--- src/hw/rtl/sst_pkg.sv ---
// ----------------------------------------------------------------------------
// sst_pkg
// Shared types, register indexes, reset values and helpers of the speech
// segment tracker.
// ----------------------------------------------------------------------------
`default_nettype none

package sst_pkg;

	localparam int unsigned CfgIdxW  = 2;
	localparam int unsigned CfgDataW = 16;
	localparam int unsigned FrameW   = 5;
	localparam int unsigned TimeW    = 16;

	localparam logic [CfgIdxW-1:0] REG_FRAME_TIME = 2'd0;
	localparam logic [CfgIdxW-1:0] REG_MAX_TIME   = 2'd1;
	localparam logic [CfgIdxW-1:0] REG_MIN_TIME   = 2'd2;
	localparam logic [CfgIdxW-1:0] REG_HANGOVER   = 2'd3;

	localparam logic [FrameW-1:0] FRAME_TIME_RST = 5'd20;
	localparam logic [TimeW-1:0]  MAX_TIME_RST   = 16'd5000;
	localparam logic [TimeW-1:0]  MIN_TIME_RST   = 16'd300;
	localparam logic [TimeW-1:0]  HANGOVER_RST   = 16'd100;

	typedef struct packed {
		logic [FrameW-1:0] frame_ms;
		logic [TimeW-1:0]  max_ms;
		logic [TimeW-1:0]  min_time;
		logic [TimeW-1:0]  hangover;
	} cfg_t;

	typedef struct packed {
		logic              speaking;
		logic              over_pending;
		logic              busy;
		logic [TimeW-1:0]  segment_time;
		logic [TimeW-1:0]  silence_time;
	} state_t;

	function automatic logic [TimeW-1:0] sat_add(input logic [TimeW-1:0] a,
			input logic [FrameW-1:0] b);
		logic [TimeW:0] s;
		s = {1'b0, a} + {{(TimeW + 1 - FrameW){1'b0}}, b};
		return s[TimeW] ? {TimeW{1'b1}} : s[TimeW-1:0];
	endfunction

endpackage

`default_nettype wire

--- src/hw/rtl/sst_cfg_regs.sv ---
// ----------------------------------------------------------------------------
// sst_cfg_regs
// Configuration register file: frame time, maximum and minimum segment
// duration and hangover time.
// ----------------------------------------------------------------------------
`default_nettype none

module sst_cfg_regs (
	input  wire logic                          clk,
	input  wire logic                          arst_n,
	input  wire logic                          wr_en,
	input  wire logic [sst_pkg::CfgIdxW-1:0]   wr_index,
	input  wire logic [sst_pkg::CfgDataW-1:0]  wr_data,
	output sst_pkg::cfg_t                      cfg
);

	sst_pkg::cfg_t cfg_q;

	always_ff @(posedge clk or negedge arst_n) begin
		if (!arst_n) begin
			cfg_q.frame_ms <= sst_pkg::FRAME_TIME_RST;
			cfg_q.max_ms   <= sst_pkg::MAX_TIME_RST;
			cfg_q.min_time <= sst_pkg::MIN_TIME_RST;
			cfg_q.hangover <= sst_pkg::HANGOVER_RST;
		end else if (wr_en) begin
			unique case (wr_index)
				sst_pkg::REG_FRAME_TIME: cfg_q.frame_ms <= wr_data[sst_pkg::FrameW-1:0];
				sst_pkg::REG_MAX_TIME:   cfg_q.max_ms   <= wr_data;
				sst_pkg::REG_MIN_TIME:   cfg_q.min_time <= wr_data;
				sst_pkg::REG_HANGOVER:   cfg_q.hangover <= wr_data;
			endcase
		end
	end

	assign cfg = cfg_q;

endmodule

`default_nettype wire

--- src/hw/rtl/speech_segment_tracker_core.sv ---
// ----------------------------------------------------------------------------
// speech_segment_tracker_core
// Turns per-frame voice activity decisions into speech segment events.
// ----------------------------------------------------------------------------
// One frame word can be accepted per clock cycle unless the input stalls.
// A word is held in an input register, then compare and saturating add logic
// updates the segment state and writes any event word to the result register.
// A frame that causes no event leaves no output word. A frame leaves the input
// register only when the result register is empty or being emptied, so the
// input stalls while an untaken result word is held and a frame waits behind
// it, whether or not that frame causes an event. Configuration writes are taken
// at any time but are meant for idle periods only.
`default_nettype none

module speech_segment_tracker_core (
	input  wire logic                          clk,
	input  wire logic                          arst_n,
	input  wire logic                          cfg_valid,
	output      logic                          cfg_ready,
	input  wire logic [sst_pkg::CfgIdxW-1:0]   cfg_index,
	input  wire logic [sst_pkg::CfgDataW-1:0]  cfg_data,
	input  wire logic                          in_valid,
	output      logic                          in_ready,
	input  wire logic                          voice_active,
	input  wire logic                          consumer_done,
	output      logic                          out_valid,
	input  wire logic                          out_ready,
	output      logic                          voice_start,
	output      logic                          voice_frame,
	output      logic                          voice_stop,
	output      logic                          voice_over,
	output      logic                          voice_drop,
	output      logic [sst_pkg::TimeW-1:0]     duration_ms
);

	sst_pkg::cfg_t   cfg;
	sst_pkg::state_t state_q;
	sst_pkg::state_t state_nx;

	logic                      item_valid_s1;
	logic                      act_s1;
	logic                      done_s1;
	logic                      fire;
	logic                      emit;
	logic                      ev_start;
	logic                      ev_stop;
	logic                      ev_over;
	logic                      ev_drop;
	logic [sst_pkg::TimeW-1:0] seg_add;

	logic                      out_valid_q;
	logic                      voice_start_q;
	logic                      voice_stop_q;
	logic                      voice_over_q;
	logic                      voice_drop_q;
	logic [sst_pkg::TimeW-1:0] duration_q;

	assign cfg_ready = 1'b1;

	sst_cfg_regs u_cfg (
		.clk      (clk),
		.arst_n   (arst_n),
		.wr_en    (cfg_valid),
		.wr_index (cfg_index),
		.wr_data  (cfg_data),
		.cfg      (cfg)
	);

	assign fire     = item_valid_s1 && (!out_valid_q || out_ready);
	assign in_ready = !item_valid_s1 || fire;

	always_ff @(posedge clk or negedge arst_n) begin
		if (!arst_n) begin
			item_valid_s1 <= 1'b0;
		end else if (in_ready) begin
			item_valid_s1 <= in_valid;
		end
	end

	always_ff @(posedge clk) begin
		if (in_ready && in_valid) begin
			act_s1  <= voice_active;
			done_s1 <= consumer_done;
		end
	end

	assign seg_add = sst_pkg::sat_add(state_q.segment_time, cfg.frame_ms);

	always_comb begin
		state_nx = state_q;
		emit     = 1'b0;
		ev_start = 1'b0;
		ev_stop  = 1'b0;
		ev_over  = 1'b0;
		ev_drop  = 1'b0;
		if (!state_q.busy || done_s1) begin
			state_nx.busy = 1'b0;
			if (!(state_q.over_pending && act_s1)) begin
				state_nx.over_pending = 1'b0;
				if (state_q.speaking != act_s1) begin
					if (act_s1) begin
						state_nx.segment_time = {{(sst_pkg::TimeW - sst_pkg::FrameW){1'b0}},
							cfg.frame_ms};
						state_nx.speaking = 1'b1;
						ev_start = 1'b1;
						emit = 1'b1;
					end else if (state_q.silence_time >= cfg.hangover) begin
						state_nx.segment_time = seg_add;
						state_nx.speaking = 1'b0;
						ev_stop = 1'b1;
						ev_drop = seg_add < cfg.min_time;
						emit = 1'b1;
					end
				end else if (state_q.speaking) begin
					state_nx.segment_time = seg_add;
					if (seg_add >= cfg.max_ms) begin
						ev_stop = 1'b1;
						ev_over = 1'b1;
						state_nx.speaking = 1'b0;
						state_nx.over_pending = 1'b1;
					end
					emit = 1'b1;
				end
				state_nx.silence_time = act_s1 ? '0 :
					sst_pkg::sat_add(state_q.silence_time, cfg.frame_ms);
				if (emit) begin
					state_nx.busy = 1'b1;
				end
			end
		end
	end

	always_ff @(posedge clk or negedge arst_n) begin
		if (!arst_n) begin
			state_q     <= '0;
			out_valid_q <= 1'b0;
		end else if (fire) begin
			state_q     <= state_nx;
			out_valid_q <= emit;
		end else if (out_ready) begin
			out_valid_q <= 1'b0;
		end
	end

	// result word
	always_ff @(posedge clk) begin
		if (fire && emit) begin
			voice_start_q <= ev_start;
			voice_stop_q  <= ev_stop;
			voice_over_q  <= ev_over;
			voice_drop_q  <= ev_drop;
			duration_q    <= state_nx.segment_time;
		end
	end

	assign out_valid   = out_valid_q;
	assign voice_start = voice_start_q;
	assign voice_frame = 1'b1;
	assign voice_stop  = voice_stop_q;
	assign voice_over  = voice_over_q;
	assign voice_drop  = voice_drop_q;
	assign duration_ms = duration_q;

endmodule

`default_nettype wire

--- config.mk ---
export PLATFORM = sky130hd
export DESIGN_NAME = speech_segment_tracker_core
export DESIGN_NICKNAME = d
export VERILOG_FILES = /design/src/hw/rtl/sst_pkg.sv /design/src/hw/rtl/sst_cfg_regs.sv /design/src/hw/rtl/speech_segment_tracker_core.sv
export SDC_FILE = /design/constraint.sdc
export NUM_CORES = 1
export LEC_CHECK = 0
export ABC_AREA = 1
export BUFFER_PORTS_ARGS = -buffer_cell sky130_fd_sc_hd__buf_2
export CAP_MARGIN = 20
export CELL_PAD_IN_SITES_DETAIL_PLACEMENT = 1
export CELL_PAD_IN_SITES_GLOBAL_PLACEMENT = 2
export CORE_UTILIZATION = 39
export DETAILED_ROUTE_END_ITERATION = 16
export PLACE_DENSITY_LB_ADDON = 0.1
export SYNTH_ARGS = -nofsm -noshare
export SYNTH_HDL_FRONTEND = slang
export SYNTH_HIERARCHICAL = 1
export SYNTH_SLANG_ARGS = --single-unit
--- constraint.sdc ---
create_clock -name clk -period 6.2 [get_ports clk]
set_clock_uncertainty 0.15 [all_clocks]
set_input_delay 0.31 -clock clk [delete_from_list [all_inputs] [get_ports clk]]
set_output_delay 0.31 -clock clk [all_outputs]
set_load 0.1 [all_outputs]
==> flow_summary.yaml <==
status:
  status: "finished, final reports clean"
grt:
  grt_max_degree: 58
  track_usage_pct: 23.28
  grt_pass1_vias: 6512
  antenna_found_initial: 0
  grt_pass1_wl_um: 33420
  grt_overflow_total: 0
final_layout:
  fillers: 2171
  drive_above_1_share_pct: 11.59
  mostFrequentLayoutCell: "nand2_1"
  layoutNonFillerInstCount: 1157
  layout.nets: 1012
  diodes: 0
  syn_to_final_growth_pct: 9.819
  layout_common_cells: "nand2_1 (274), inv_1 (119), dfrtp_1 (76), nand3_1 (62), ha_1 (58)"
logic_synthesis:
  synth_warnings: 6
  syn_inst: 892
  synth_area_leaders: "dfrtp_1 (27%), nand2_1 (15%), ha_1 (10%)"
  syn_area_um2: 7059
  seq_area_frac_synth_pct: 41.51
  synth_area_per_cell_um2: 7.914
  ys_ff_latch: 112
  synth_top_area_share_pct: 26.94
  yosysTopAreaCell: "dfrtp_1"
  synth_cell_types: 45
setup_path:
  slowest_delay_ns: 0.42
  worstPathArrival_ns: 3.71
  cp_cell_sequence: "ha_1 -> fa_1 -> nand3_1 -> nand3_1 -> a21oi_1 -> nor2_1 -> inv_1 -> o21ai_0 -> nand3_1 -> ha_1 -> nand2_1 -> inv_1 -> nand3_1 -> inv_1 -> a21oi_1 -> nand3_1 -> nand2_1 -> inv_1 -> nand2_1 -> o21ai_0"
  cp_data_required_time_ns: 6.14
  crit_family: "simple AND/OR/NAND/NOR gates"
  r2r_slack_ns: 2.43
  worst_path_most_repeated_cell: "nand3_1"
  end_kind: "flip-flop"
  path_buf_inv: 4
  worst_path_max_delay_cell: "dfrtp_1"
  cp_max_fo: 4
  start_kind: "flip-flop"
  worstSetupPathType: "reg -> reg"
pwr:
  power.switching_fraction_pct: 47.99
  power_frac_seq_pct: 33.7
  peakVddDrop_mv: 0.2957
  p_clk_share_pct: 18.0
  share_comb_of_total_power_pct: 48.3
  p_per_area_nw_per_um2: 411.2
  internal-power_uw: 1658
  power_leakage_uw: 0.004040
  power.switching_uw: 1530
job:
  drv_cap: 0
sta:
  rsz0062_at_grt: "false"
  worstMarginPinSlew_ns: 0.9688
  relSlewSlack_pct: 35.18
  hold_viol_final: 0
  finalCritPeriodShare_pct: 60.85
  setup_viol: 0
  fin_crit_ns: 3.773
  max_freq_ghz: 0.2651
  finalSetupTns_ns: 0
  finalMaxSlewViolations: 0
clock_network:
  cts_setup_buffers: 0
  cts_max_level: 3
  cts_root_buf: "clkbuf_16"
  cts_buffer_depth: 2
  clock_latency_ns: 0.36
  clkSinkCount: 112
  clkSlewWorstSetupHoldPaths_ns: 0.07
  cts_tree: "yes"
  hold_buffers: 3
  cts_resized: 0
  cts_buffers: 9
routing:
  first_pass_iters: 5
  ant_nets: 0
  vias: 6151
  drt-initial-drc-count: 266
  vias_per_cell: 5.316
  wl_per_cell_um: 17.52
  wl_um: 20280
  drc: 0
floorplanning:
  die_y_um: 136.5
  fp-row-count: 48
  die_x_um: 136.5
  start_util_pct: 40.39
  die_area_um2: 18640
  core_um2: 17480
  ios: 49
placed_design:
  io_buffers: 46
  dp_hpwl_um: 15520
  placedCellCount: 1137
  place_congestion: 0.9064
worst_hold_path:
  hp-class: "in -> reg"
[synthesized netlist by cell type, drive strengths merged]
cell type / instances
a211oi: 2
a21oi: 41
a221oi: 2
a22oi: 2
a32oi: 1
buf: 22
clkbuf: 7
conb: 1
dfrtp: 76
dfstp: 14
edfxtp: 22
fa: 2
ha: 58
inv: 121
nand2: 284
nand3: 66
nand3b: 1
nand4: 55
nor2: 31
nor3: 16
nor4: 3
o211ai: 2
o21a: 1
o21ai: 47
o21bai: 1
o22ai: 4
or2: 1
xnor2: 3
xor2: 6
[metrics by stage]
step	area, um^2	hold slack (ns)	util [%]	setup slack [ns]	power (uW)
final	7752	0.02116	44.36	2.427	3188
after floorplan	7063	-0.1356	-	3.108	2236
after global placement	7430	0.1815	42.51	2.571	2554
after detailed placement	7430	0.1799	42.51	2.398	2619
after global routing	7752	0.02854	44.36	2.151	3424
after CTS	7745	0.01205	44.32	2.386	3214
[per-layer routing]
metal,GRT usage (%),vias to the layer above,share of wire [%]
li1,-,3021,-
met2,39.06,90,47
met5,0,-,0
met3,3.222,13,2.4
met4,5.494,0,1.1
met1,31.62,3027,49
[area by class of cell]
class                      instances  area [um^2]  share of cell area [%]
multi-input combinational        631         3516                   45.35
sequential                       112         2930                   37.80
inverter                         121        454.2                   5.859
timing repair buffer              52        285.3                   3.680
tap                              225        281.5                   3.631
clock buffer                      12        257.7                   3.325
clock inverter                     4        27.53                  0.3551
[power groups by stage]
stage | clock [uW] | sequential, uW | combinational (uW)
after detailed placement | 0 | 1090 | 1530
final | 574 | 1080 | 1540
after CTS | 593 | 1080 | 1540
after global routing | 617 | 1100 | 1710
after global placement | 0 | 1080 | 1470
after floorplan | 0 | 1390 | 850
[cell families after synthesis]
| kind of cell | count (synthesis) | synth area share (%) |
|---|---|---|
| compound gates | 103 | 8.136 |
| xor+xnor | 9 | 1.117 |
| fa+ha+maj | 60 | 10.85 |
| buf+inv | 150 | 8.738 |
| flops | 112 | 41.51 |
| other cells | 1 | 0.05312 |
| simple gates | 457 | 29.60 |
[worst min-delay path: cells and delay by family]
family / cells / cell delay [ns]
AND/OR/NAND/NOR: 2 / 0.12
buffers and inverters: 1 / 0.07
[registers in the layout (all words and copies together), names as in the netlist]
name and flops:
voice_drop 1, done_s1 1, voice_start 1, u_cfg/cfg 53, voice_stop 1, item_valid_s1 1, act_s1 1, state_q 35
voice_over 1, out_valid 1, duration_ms 16
[final timing paths]
kind | start | end | cells past startpoint
hold reg to reg | u_cfg/cfg[44] | u_cfg/cfg[44] | 2
max in group asynchronous | arst_n | u_cfg/cfg[17] | 3
setup reg to reg | u_cfg/cfg[48] | voice_stop | 20
setup / recovery | u_cfg/cfg[48] | voice_stop | 20
min in group asynchronous | arst_n | state_q[27] | 2
hold / removal | in_valid | item_valid_s1 | 3
No activity file was read; power rests on OpenSTA's default activity.
